## config.mk

```make
export PLATFORM = sky130hd
export DESIGN_NAME = subpicture_rle_decoder
export DESIGN_NICKNAME = d
export VERILOG_FILES = /design/src/design/srd_pkg.sv /design/src/design/srd_front.sv /design/src/design/srd_queue.sv /design/src/design/srd_back.sv /design/src/design/subpicture_rle_decoder.sv
export VERILOG_INCLUDE_DIRS = /design/src /design/src/design
export SDC_FILE = /design/constraint.sdc
export NUM_CORES = 1
export LEC_CHECK = 0
export BUFFER_PORTS_ARGS = -buffer_cell sky130_fd_sc_hd__buf_2
export CORE_UTILIZATION = 60
export CTS_CLUSTER_DIAMETER = 150
export CTS_CLUSTER_SIZE = 25
export DETAILED_ROUTE_END_ITERATION = 12
export PLACE_DENSITY = 0.85
export SYNTH_ARGS = -nofsm -noshare
export SYNTH_HDL_FRONTEND = slang
export SYNTH_SLANG_ARGS = --single-unit
export TNS_END_PERCENT = 30
```

## constraint.sdc

```tcl
create_clock -name clk -period 21.1 [get_ports clk]
set_clock_uncertainty 0.05 [all_clocks]
set_input_delay 3.165 -clock clk [delete_from_list [all_inputs] [get_ports clk]]
set_output_delay 3.165 -clock clk [all_outputs]
set_load 0.03 [all_outputs]
```

## src/design/assert_macros.svh

```systemverilog
// Assertion macros of the subpicture RLE decoder, used by the back stage
`ifndef ASSERT_MACROS_SVH
`define ASSERT_MACROS_SVH

// Check a condition at every clock edge outside reset
`define SRD_ASSERT(label, cond, msg) \
	label: assert property (@(posedge clk) disable iff (!arst_n) (cond)) else $error(msg);

// Check that a condition implies another in the same cycle
`define SRD_IMPLY(label, ante, cons, msg) \
	label: assert property (@(posedge clk) disable iff (!arst_n) (ante) |-> (cons)) \
		else $error(msg);

// Check that a condition implies another in the next cycle
`define SRD_NEXT(label, ante, cons, msg) \
	label: assert property (@(posedge clk) disable iff (!arst_n) (ante) |=> (cons)) \
		else $error(msg);

`endif

```

## src/design/srd_pkg.sv

```systemverilog
// Package with types and constants of the subpicture RLE decoder
`timescale 1ns / 1ps

package srd_pkg;

	// Port widths
	localparam int DATA_W        = 8;
	localparam int LINE_WIDTH_W  = 13;
	localparam int FIELD_LINES_W = 12;
	localparam int COLOR_W       = 2;
	localparam int RUN_LEN_W     = 13;
	localparam int START_COL_W   = 12;
	localparam int LINE_IDX_W    = 11;
	localparam int CFG_IDX_W     = 1;
	localparam int CFG_DATA_W    = LINE_WIDTH_W;

	// Register indexes of the configuration port
	localparam logic [CFG_IDX_W-1:0] CFG_LINE_WIDTH  = 1'd0;
	localparam logic [CFG_IDX_W-1:0] CFG_FIELD_LINES = 1'd1;

	// Register reset values
	localparam int LINE_WIDTH_RST  = 720;
	localparam int FIELD_LINES_RST = 240;

	// Default size limits
	localparam int DEF_MAX_WIDTH = 4096;
	localparam int DEF_MAX_LINES = 2048;

	// Code growth thresholds after one, two and three nibbles
	localparam int CODE_LIM_1 = 'h4;
	localparam int CODE_LIM_2 = 'h10;
	localparam int CODE_LIM_3 = 'h040;
	localparam int ACC_W      = 6;
	localparam int CODE_W     = ACC_W + 4;

	// Byte queue between front and back
	localparam int Q_DEPTH = 4;
	localparam int Q_AW    = $clog2(Q_DEPTH);
	localparam int Q_CW    = $clog2(Q_DEPTH + 1);

	// One classified stream byte
	typedef struct packed {
		logic [DATA_W-1:0] data;
		logic              first;
		logic              last;
		logic              hi_short;   // high nibble below the first threshold
		logic              lo_short;   // low nibble below the first threshold
	} srd_byte_t;

	// Queue status seen by both sides
	typedef struct packed {
		logic full;
		logic nonempty;
	} srd_q_status_t;

	// One decoded run
	typedef struct packed {
		logic [COLOR_W-1:0]     pixel_color;
		logic [RUN_LEN_W-1:0]   run_length;
		logic [START_COL_W-1:0] start_column;
		logic [LINE_IDX_W-1:0]  line_index;
		logic                   line_end;
		logic                   field_done;
		logic                   stream_error;
		logic                   last_of_byte;
	} srd_result_t;

endpackage

```

## src/design/srd_front.sv

```systemverilog
// Front stage: accept stream bytes and classify their nibbles
`timescale 1ns / 1ps

module srd_front (
	input  logic                        clk,
	input  logic                        arst_n,
	input  logic                        in_valid,
	output logic                        in_stall,
	input  logic [srd_pkg::DATA_W-1:0]  data_byte,
	input  logic                        first_byte,
	input  logic                        last_byte,
	input  srd_pkg::srd_q_status_t      q_status,
	output logic                        push,
	output srd_pkg::srd_byte_t          push_data
);
	import srd_pkg::*;

	logic      valid_s1;
	srd_byte_t byte_s1;
	srd_byte_t byte_in;

	// Classify both nibbles against the first growth threshold
	always_comb begin
		byte_in.data     = data_byte;
		byte_in.first    = first_byte;
		byte_in.last     = last_byte;
		byte_in.hi_short = (data_byte[7:4] < 4'(CODE_LIM_1));
		byte_in.lo_short = (data_byte[3:0] < 4'(CODE_LIM_1));
	end

	// Hold the stage while the queue is full
	assign in_stall  = valid_s1 && q_status.full;
	assign push      = valid_s1 && !q_status.full;
	assign push_data = byte_s1;

	always_ff @(posedge clk or negedge arst_n) begin
		if (!arst_n) begin
			valid_s1 <= 1'b0;
		end else if (!in_stall) begin
			valid_s1 <= in_valid;
		end
	end

	always_ff @(posedge clk) begin
		if (!in_stall && in_valid) begin
			byte_s1 <= byte_in;
		end
	end

endmodule

```

## src/design/srd_queue.sv

```systemverilog
// Short byte queue between the front and back stages
`timescale 1ns / 1ps

module srd_queue (
	input  logic                    clk,
	input  logic                    arst_n,
	input  logic                    push,
	input  srd_pkg::srd_byte_t      push_data,
	input  logic                    pop,
	output srd_pkg::srd_q_status_t  status,
	output srd_pkg::srd_byte_t      head
);
	import srd_pkg::*;

	srd_byte_t           slots_q [Q_DEPTH];
	logic [Q_AW-1:0]     wr_ptr_q;
	logic [Q_AW-1:0]     rd_ptr_q;
	logic [Q_CW-1:0]     count_q;

	assign status.full     = (count_q == Q_CW'(Q_DEPTH));
	assign status.nonempty = (count_q != '0);
	assign head            = slots_q[rd_ptr_q];

	// Write the pushed beat
	always_ff @(posedge clk) begin
		if (push) begin
			slots_q[wr_ptr_q] <= push_data;
		end
	end

	// Advance pointers and track occupancy
	always_ff @(posedge clk or negedge arst_n) begin
		if (!arst_n) begin
			wr_ptr_q <= '0;
			rd_ptr_q <= '0;
			count_q  <= '0;
		end else begin
			if (push) begin
				wr_ptr_q <= (wr_ptr_q == Q_AW'(Q_DEPTH - 1)) ? '0 : wr_ptr_q + 1'b1;
			end
			if (pop) begin
				rd_ptr_q <= (rd_ptr_q == Q_AW'(Q_DEPTH - 1)) ? '0 : rd_ptr_q + 1'b1;
			end
			case ({push, pop})
				2'b10:   count_q <= count_q + 1'b1;
				2'b01:   count_q <= count_q - 1'b1;
				default: count_q <= count_q;
			endcase
		end
	end

endmodule

```

## src/design/srd_back.sv

```systemverilog
// Back stage: decode both nibbles of a byte into runs and hold results
`timescale 1ns / 1ps
`include "assert_macros.svh"

module srd_back #(
	parameter int MAX_WIDTH = srd_pkg::DEF_MAX_WIDTH,
	parameter int MAX_LINES = srd_pkg::DEF_MAX_LINES
) (
	input  logic                           clk,
	input  logic                           arst_n,
	input  logic                           cfg_wr_en,
	input  logic [srd_pkg::CFG_IDX_W-1:0]  cfg_index,
	input  logic [srd_pkg::CFG_DATA_W-1:0] cfg_data,
	input  srd_pkg::srd_q_status_t         q_status,
	input  srd_pkg::srd_byte_t             head,
	output logic                           pop,
	output logic                           out_valid,
	input  logic                           out_stall,
	output srd_pkg::srd_result_t           out_res
);
	import srd_pkg::*;

	localparam int WW    = $clog2(MAX_WIDTH + 1);
	localparam int LW    = $clog2(MAX_LINES + 1);
	localparam int CW    = (WW > 8) ? WW : 8;
	localparam int W_RST = (LINE_WIDTH_RST > MAX_WIDTH) ? MAX_WIDTH : LINE_WIDTH_RST;
	localparam int H_RST = (FIELD_LINES_RST > MAX_LINES) ? MAX_LINES : FIELD_LINES_RST;

	// Outcome of one nibble
	typedef struct packed {
		logic              complete;
		logic [ACC_W-1:0]  acc_n;
		logic [1:0]        held_n;
		logic [COLOR_W-1:0] color;
		logic [WW-1:0]     len;
		logic              le;
	} step_t;

	// Add one nibble to the partial code and size the run against the line rest
	function automatic step_t nib_step(input logic [ACC_W-1:0] acc, input logic [1:0] held,
			input logic [3:0] nib, input logic is_short, input logic [WW-1:0] rem);
		logic [CODE_W-1:0] v;
		logic              done;
		logic              fill;
		logic [CW-1:0]     raw_e;
		logic [CW-1:0]     rem_e;
		step_t             s;
		v = {acc, nib};
		unique case (held)
			2'd0:    done = !is_short;
			2'd1:    done = (v >= CODE_W'(CODE_LIM_2));
			2'd2:    done = (v >= CODE_W'(CODE_LIM_3));
			default: done = 1'b1;
		endcase
		fill    = (held == 2'd3) && (acc == '0) && is_short;
		raw_e   = CW'(v[CODE_W-1:2]);
		rem_e   = CW'(rem);
		s.color = v[COLOR_W-1:0];
		s.complete = done;
		if (done) begin
			s.acc_n  = '0;
			s.held_n = 2'd0;
			if (fill || raw_e >= rem_e) begin
				s.len = rem;
				s.le  = 1'b1;
			end else begin
				s.len = WW'(raw_e);
				s.le  = 1'b0;
			end
		end else begin
			s.acc_n  = v[ACC_W-1:0];
			s.held_n = held + 2'd1;
			s.len    = '0;
			s.le     = 1'b0;
		end
		return s;
	endfunction

	// Configuration and decode state
	logic [WW-1:0]    w_q;
	logic [LW-1:0]    h_q;
	logic [ACC_W-1:0] acc_q;
	logic [1:0]       held_q;
	logic [WW-1:0]    col_q;
	logic [LW-1:0]    line_q;
	logic             halted_q;

	// Output register and second-run holding register
	logic             out_valid_q;
	srd_result_t      out_res_q;
	logic             pend_valid_q;
	srd_result_t      pend_res_q;

	// Decode signals
	logic [ACC_W-1:0] acc0;
	logic [1:0]       held0;
	logic [WW-1:0]    col0;
	logic [LW-1:0]    line0;
	logic             halt0;
	logic [WW-1:0]    rem0;
	logic [WW-1:0]    rem1;
	logic [WW-1:0]    col_a;
	logic [WW-1:0]    col_b;
	logic [WW-1:0]    col_end;
	logic             last_line;
	step_t            s0;
	step_t            s1;
	logic             r0_valid;
	logic             r1_valid;
	logic             r0_le;
	logic             r1_le;
	logic             ev_le;
	logic             fd;
	logic             err_flag;
	logic             two;
	logic             any_res;
	srd_result_t      res0;
	srd_result_t      res1;
	srd_result_t      res_a;
	srd_result_t      res_b;
	logic [ACC_W-1:0] acc_nx;
	logic [1:0]       held_nx;
	logic [WW-1:0]    col_nx;
	logic [LW-1:0]    line_nx;
	logic             halted_nx;
	logic             slot_free;
	logic             out_take;

	logic [31:0]      w_wr;
	logic [31:0]      h_wr;

	// Restart on first byte, then walk both nibbles of the head byte
	always_comb begin
		acc0  = head.first ? '0 : acc_q;
		held0 = head.first ? 2'd0 : held_q;
		col0  = head.first ? '0 : col_q;
		line0 = head.first ? '0 : line_q;
		halt0 = head.first ? 1'b0 : halted_q;

		rem0      = (col0 < w_q) ? (w_q - col0) : '0;
		last_line = ((LW + 1)'(line0) + 1'b1) >= (LW + 1)'(h_q);

		s0       = nib_step(acc0, held0, head.data[7:4], head.hi_short, rem0);
		r0_valid = !halt0 && s0.complete;
		r0_le    = r0_valid && s0.le;
		col_a    = col0 + s0.len;
		rem1     = rem0 - s0.len;

		s1       = nib_step(s0.acc_n, s0.held_n, head.data[3:0], head.lo_short, rem1);
		r1_valid = !halt0 && !r0_le && s1.complete;
		r1_le    = r1_valid && s1.le;
		col_b    = col_a + s1.len;

		ev_le    = r0_le || r1_le;
		fd       = ev_le && last_line;
		col_end  = r0_le ? col_a : col_b;
		err_flag = head.last && !halt0 && !fd;
		two      = r0_valid && r1_valid;
		any_res  = r0_valid || r1_valid || err_flag;

		// Runs as they leave each nibble
		res0.pixel_color  = s0.color;
		res0.run_length   = RUN_LEN_W'(s0.len);
		res0.start_column = START_COL_W'(col0);
		res0.line_index   = LINE_IDX_W'(line0);
		res0.line_end     = s0.le;
		res0.field_done   = r0_le && last_line;
		res0.stream_error = 1'b0;
		res0.last_of_byte = 1'b0;

		res1.pixel_color  = s1.color;
		res1.run_length   = RUN_LEN_W'(s1.len);
		res1.start_column = START_COL_W'(col_a);
		res1.line_index   = LINE_IDX_W'(line0);
		res1.line_end     = s1.le;
		res1.field_done   = r1_le && last_line;
		res1.stream_error = 1'b0;
		res1.last_of_byte = 1'b0;

		// Pick the first beat; an empty byte at stream end gives an error-only beat
		if (r0_valid) begin
			res_a = res0;
		end else if (r1_valid) begin
			res_a = res1;
		end else begin
			res_a              = '0;
			res_a.start_column = START_COL_W'(col0);
			res_a.line_index   = LINE_IDX_W'(line0);
		end
		res_a.stream_error = err_flag && !two;
		res_a.last_of_byte = !two;
		res_b              = res1;
		res_b.stream_error = err_flag;
		res_b.last_of_byte = 1'b1;

		// Next decode state
		if (halt0) begin
			acc_nx    = acc0;
			held_nx   = held0;
			col_nx    = col0;
			line_nx   = line0;
			halted_nx = 1'b1;
		end else begin
			acc_nx    = r0_le ? '0 : s1.acc_n;
			held_nx   = r0_le ? 2'd0 : s1.held_n;
			col_nx    = ev_le ? (fd ? col_end : '0) : col_b;
			line_nx   = (ev_le && !fd) ? line0 + 1'b1 : line0;
			halted_nx = fd || head.last;
		end
	end

	// Pop a byte once its beats have room; bytes without beats pass at once
	assign out_take  = out_valid_q && !out_stall;
	assign slot_free = !out_valid_q || out_take;
	assign pop       = !pend_valid_q && q_status.nonempty && (slot_free || !any_res);

	assign out_valid = out_valid_q;
	assign out_res   = out_res_q;

	// Clamp configuration writes to the supported sizes
	assign w_wr = 32'(cfg_data[LINE_WIDTH_W-1:0]);
	assign h_wr = 32'(cfg_data[FIELD_LINES_W-1:0]);

	always_ff @(posedge clk or negedge arst_n) begin
		if (!arst_n) begin
			w_q <= WW'(W_RST);
			h_q <= LW'(H_RST);
		end else if (cfg_wr_en) begin
			unique case (cfg_index)
				CFG_LINE_WIDTH:  w_q <= (w_wr > 32'(MAX_WIDTH)) ? WW'(MAX_WIDTH) : WW'(w_wr);
				CFG_FIELD_LINES: h_q <= (h_wr > 32'(MAX_LINES)) ? LW'(MAX_LINES) : LW'(h_wr);
				default: ;
			endcase
		end
	end

	// Advance decode state on pop
	always_ff @(posedge clk or negedge arst_n) begin
		if (!arst_n) begin
			acc_q    <= '0;
			held_q   <= 2'd0;
			col_q    <= '0;
			line_q   <= '0;
			halted_q <= 1'b0;
		end else if (pop) begin
			acc_q    <= acc_nx;
			held_q   <= held_nx;
			col_q    <= col_nx;
			line_q   <= line_nx;
			halted_q <= halted_nx;
		end
	end

	// Output beat sequencing
	always_ff @(posedge clk or negedge arst_n) begin
		if (!arst_n) begin
			out_valid_q  <= 1'b0;
			pend_valid_q <= 1'b0;
		end else if (pend_valid_q) begin
			if (slot_free) begin
				out_valid_q  <= 1'b1;
				pend_valid_q <= 1'b0;
			end
		end else if (pop && any_res) begin
			out_valid_q  <= 1'b1;
			pend_valid_q <= two;
		end else if (out_take) begin
			out_valid_q <= 1'b0;
		end
	end

	always_ff @(posedge clk) begin
		if (pend_valid_q) begin
			if (slot_free) begin
				out_res_q <= pend_res_q;
			end
		end else if (pop && any_res) begin
			out_res_q  <= res_a;
			pend_res_q <= res_b;
		end
	end

	`SRD_IMPLY(a_pend_behind_out, pend_valid_q, out_valid_q && !out_res_q.last_of_byte,
		"held second run without an unfinished first beat in the output register")
	`SRD_IMPLY(a_done_ends_line, out_valid_q && out_res_q.field_done, out_res_q.line_end,
		"field done on a run that does not end its line")
	`SRD_IMPLY(a_partial_code, held_q != 2'd0, {1'b0, acc_q} < (ACC_W + 1)'(CODE_LIM_3),
		"partial code has grown past the last threshold")
	`SRD_NEXT(a_two_runs_hold, pop && two && !out_take && out_valid_q, 1'b0,
		"second run popped while the output register was busy")
	`SRD_IMPLY(a_empty_no_pop, !q_status.nonempty, !pop,
		"pop from an empty queue")

endmodule

```

## src/design/subpicture_rle_decoder.sv

```systemverilog
// Top level of the subpicture RLE field decoder
//
//   channel  direction  handshake              beat
//   in       sink       in_valid / in_stall    data_byte, first_byte, last_byte
//   out      source     out_valid / out_stall  one run with its line and column
//   cfg      sink       cfg_wr_en              cfg_index, cfg_data
//
// One byte per cycle unless stalled; a byte that yields two runs holds the
// decoder until its second run enters the single output register both leave by.
// Bytes pass the front register and a queue slot before the output register.
// Reset sets line_width to 720 and field_lines to 240 and clears the decode
// state; no clearing pass is needed.
// A stall on out backs up through the four-entry byte queue into in_stall.
`timescale 1ns / 1ps

module subpicture_rle_decoder #(
	parameter int MAX_WIDTH = srd_pkg::DEF_MAX_WIDTH,
	parameter int MAX_LINES = srd_pkg::DEF_MAX_LINES
) (
	input  logic                             clk,
	input  logic                             arst_n,
	input  logic                             cfg_wr_en,
	input  logic [srd_pkg::CFG_IDX_W-1:0]    cfg_index,
	input  logic [srd_pkg::CFG_DATA_W-1:0]   cfg_data,
	input  logic                             in_valid,
	output logic                             in_stall,
	input  logic [srd_pkg::DATA_W-1:0]       data_byte,
	input  logic                             first_byte,
	input  logic                             last_byte,
	output logic                             out_valid,
	input  logic                             out_stall,
	output logic [srd_pkg::COLOR_W-1:0]      pixel_color,
	output logic [srd_pkg::RUN_LEN_W-1:0]    run_length,
	output logic [srd_pkg::START_COL_W-1:0]  start_column,
	output logic [srd_pkg::LINE_IDX_W-1:0]   line_index,
	output logic                             line_end,
	output logic                             field_done,
	output logic                             stream_error,
	output logic                             last_of_byte
);
	import srd_pkg::*;

	srd_q_status_t q_status;
	srd_byte_t     push_data;
	srd_byte_t     head;
	logic          push;
	logic          pop;
	srd_result_t   out_res;

	srd_front u_front (
		.clk       (clk),
		.arst_n    (arst_n),
		.in_valid  (in_valid),
		.in_stall  (in_stall),
		.data_byte (data_byte),
		.first_byte(first_byte),
		.last_byte (last_byte),
		.q_status  (q_status),
		.push      (push),
		.push_data (push_data)
	);

	srd_queue u_queue (
		.clk      (clk),
		.arst_n   (arst_n),
		.push     (push),
		.push_data(push_data),
		.pop      (pop),
		.status   (q_status),
		.head     (head)
	);

	srd_back #(
		.MAX_WIDTH(MAX_WIDTH),
		.MAX_LINES(MAX_LINES)
	) u_back (
		.clk      (clk),
		.arst_n   (arst_n),
		.cfg_wr_en(cfg_wr_en),
		.cfg_index(cfg_index),
		.cfg_data (cfg_data),
		.q_status (q_status),
		.head     (head),
		.pop      (pop),
		.out_valid(out_valid),
		.out_stall(out_stall),
		.out_res  (out_res)
	);

	// Unpack the result beat onto its ports
	assign pixel_color  = out_res.pixel_color;
	assign run_length   = out_res.run_length;
	assign start_column = out_res.start_column;
	assign line_index   = out_res.line_index;
	assign line_end     = out_res.line_end;
	assign field_done   = out_res.field_done;
	assign stream_error = out_res.stream_error;
	assign last_of_byte = out_res.last_of_byte;

endmodule

```

==> flow_summary_export.csv <==
group,metric,value,unit
timing,setup_viol,0,
worst_hold_path,hold_class,"register to register",
clock_network,cts_hold_buf,0,
worst_hold_path,hold_path_depth,2,
setup_path,cp_slowest_cell,"dfrtp_1",
die,row_count,52,
clock_network,clk_transition_reported_paths,110,ps
global_route,gr-usage-all-layers,31.3,%
clock_network,numCtsBuffers,12,
timing,fmax,84.4,MHz
timing,hold_viol,0,
timing,slew_viol_final,0,
setup_path,cp.arrival,12230,ps
route,via_count,9872,
yosys,synth_area,12700,um^2
place,hpwl,24800,um
die,fp.dieArea,21700,um^2
place,dp.cells,1536,
yosys,synth_cells,1232,
run,drv_cap,0,
clock_network,insertion_delay,490,ps
setup_path,crit_required,21490,ps
global_route,antenna_found_initial,0,
route,drtPass1Iterations,8,
final_layout,final_common_cell,"edfxtp_1",
outcome,status,"completed",
final_layout,drive_gt1_share,11.1,%
timing,rsz0062_at_grt,"no",
setup_path,ff2ff_path_depth,48,
timing,min_period_over_period,56.1,%
yosys,synth_cell_types,79,
yosys,syn_nets,1360,
clock_network,clockBufferDepth,3,
setup_path,crit_fanout,34,
global_route,grt_pass1_vias,9603,
clock_network,tritoncts,"built",
worst_hold_path,hold_end,"u_back.col_q[0]",
final_layout,final_cell_mix,"143 x edfxtp_1, 137 x nand2_1, 102 x nor2_1",
timing,tightest_slew,1250,ps
die,fp.dieH,147,um
timing,slew_headroom,16.5,%
yosys,ys_seq_area_share,47.7,%
route,ant_nets,0,
route,post_drt_wl_per_cell,21.5,um
place,finalWeightedCongestion,1.01,
die,die_x,147,um
setup_path,cp_slowest_stage_delay,870,ps
worst_hold_path,hold_start,"u_back.col_q[0]",
route,route.detailed.drc,0,
setup_path,worst_setup_path_end_kind,"register",
place,io_buffers,72,
setup_path,critPathLaunch,"u_queue.rd_ptr_q[1]",
setup_path,rr_endpoint,"u_back.col_q[11]",
final_layout,antennaDiodeCount,0,
setup_path,r2r-start,"u_queue.rd_ptr_q[1]",
clock_network,cts_setup_buffers,0,
die,ios,73,
setup_path,start_kind,"register",
die,initial_core_util,61.9,%
final_layout,final_nets,1408,
yosys,ys_seq_elements,212,
global_route,overflow,0,
timing,finalSetupTns,0,ps
clock_network,post_cts_resize_count,0,
route,drt_iter0_drc,863,
global_route,grt_pass1_wl,51900,um
global_route,grt_max_degree,77,
setup_path,path_common_cell,"ha_1",
yosys,synth-edff-count,143,
route,via_per_inst,6.34,
clock_network,clockRootBuffer,"clkbuf_16",
final_layout,stdcell_count,1556,
final_layout,area_growth,7.38,%
yosys,syn_area_per_cell,10.3,um^2
clock_network,ctsHtreeMaxLevel,1,
final_layout,final_cell_area,13600,um^2
route,wl,33500,um
place,dpl_cell_area,13200,um^2
yosys,synth_ff_type,"edfxtp_1",
setup_path,critPathKind,"register to register",
die,core_area,20400,um^2
timing,layout_min_cycle_time,11840,ps
yosys,yosysWarnings,0,
yosys,ys_async_sr_fraction,32.5,%
clock_network,clkSinkCount,212,
setup_path,ff2ff_setup_slack,9260,ps
==> cell usage after synthesis, drive strengths merged, types with 6 or more instances <==
library cell,count,area share [%]
edfxtp,143,34
nand2,138,4.1
nor2,103,3.1
ha,94,9.3
inv,91,2.7
a21oi,85,3.4
o21ai,85,3.4
dfrtp,61,12
clkbuf,34,1.0
a22o,31,2.1
xnor2,31,2.1
a21o,25,1.5
nand2b,21,1.1
nand3,21,0.83
xor2,19,1.4
and3,18,0.89
nor2b,17,0.84
a22oi,14,0.83
nor3,14,0.55
mux2i,13,1.0
buf,11,0.47
mux4,11,2.0
o31ai,10,0.59
and2,9,0.44
o211ai,9,0.57
o21a,9,0.53
dfstp,8,1.7
o21bai,8,0.47
a211oi,7,0.42
mux2,7,0.65
nand4,7,0.35
or3,7,0.35
a31o,6,0.42
==> final cells by class <==
class	instances	area, um^2
clock buffer	19	348
clock inverter	1	16.3
fill	1613	6840
inverter	92	345
multi-input combinational	883	6100
sequential	212	6030
tap	270	338
timing repair buffer	79	413
==> metrics by stage <==
stage | worst slack, ps | hold WS [ps] | util, %
CTS | 9540 | 439 | 66.5
global route | 8100 | 461 | 66.5
global placement | 10000 | 404 | 64.7
floorplan | 10490 | 391 | -
finish | 9260 | 434 | 66.5
detailed placement | 9610 | 416 | 64.7
==> critical path: cells and delay by family, from the launching register on <==
kind | cells | cell delay, ps
adder cells (fa/ha/maj) | 5 | 1580
XOR/XNOR | 1 | 200
flip-flops | 1 | 870
buffers and inverters | 4 | 790
multiplexers | 3 | 840
AO/OA/AOI/OAI | 22 | 4710
AND/OR/NAND/NOR | 13 | 2720
==> how the worst max path moves through the flow <==
stage | endpoint | slack [ps] | cells after the start
after CTS | u_back.col_q[11] | 9540 | 48
after global routing | u_back.col_q[11] | 8100 | 49
after detailed placement | u_back.col_q[11] | 9610 | 48
after floorplan | u_back.col_q[5] | 10490 | 55
after global placement | u_back.col_q[11] | 10000 | 48
final | u_back.col_q[11] | 9260 | 48
==> state kept, by name, indices dropped and copies added, names as in the netlist, 3 cells and up <==
signal,cells
u_front.push_data,12
u_queue.slots_q,48
u_back.col_q,13
u_back.line_q,12
u_back.acc_q,6
u_queue.count_q,3
u_back.pend_res_q,41
u_back.out_res,42
u_back.w_q,13
u_back.h_q,12
==> per-layer routing <==
layer | vias up | routed length [um] | track usage, %
met1 | 4752 | 13400 | 40.4
met5 | - | 0 | 0
met3 | 100 | 2590 | 4.32
li1 | 4541 | - | -
met2 | 479 | 16100 | 52.4
met4 | 0 | 1460 | 14.4
==> cell families (layout without fill, tap and decap cells) <==
| kind of cell | after synthesis | count (layout) | synth area share [%] |
|---|---|---|---|
| AO/OA/AOI/OAI | 323 | 323 | 16.9 |
| XOR/XNOR | 50 | 50 | 3.52 |
| adder cells (fa/ha/maj) | 101 | 101 | 10.3 |
| buffers and inverters | 137 | 191 | 4.21 |
| flip-flops | 212 | 212 | 47.7 |
| multiplexers | 31 | 31 | 3.64 |
| AND/OR/NAND/NOR | 378 | 378 | 13.8 |
Power is not shown: default switching activity piles up to over one toggle a cycle in this logic, so the estimate is an artifact.
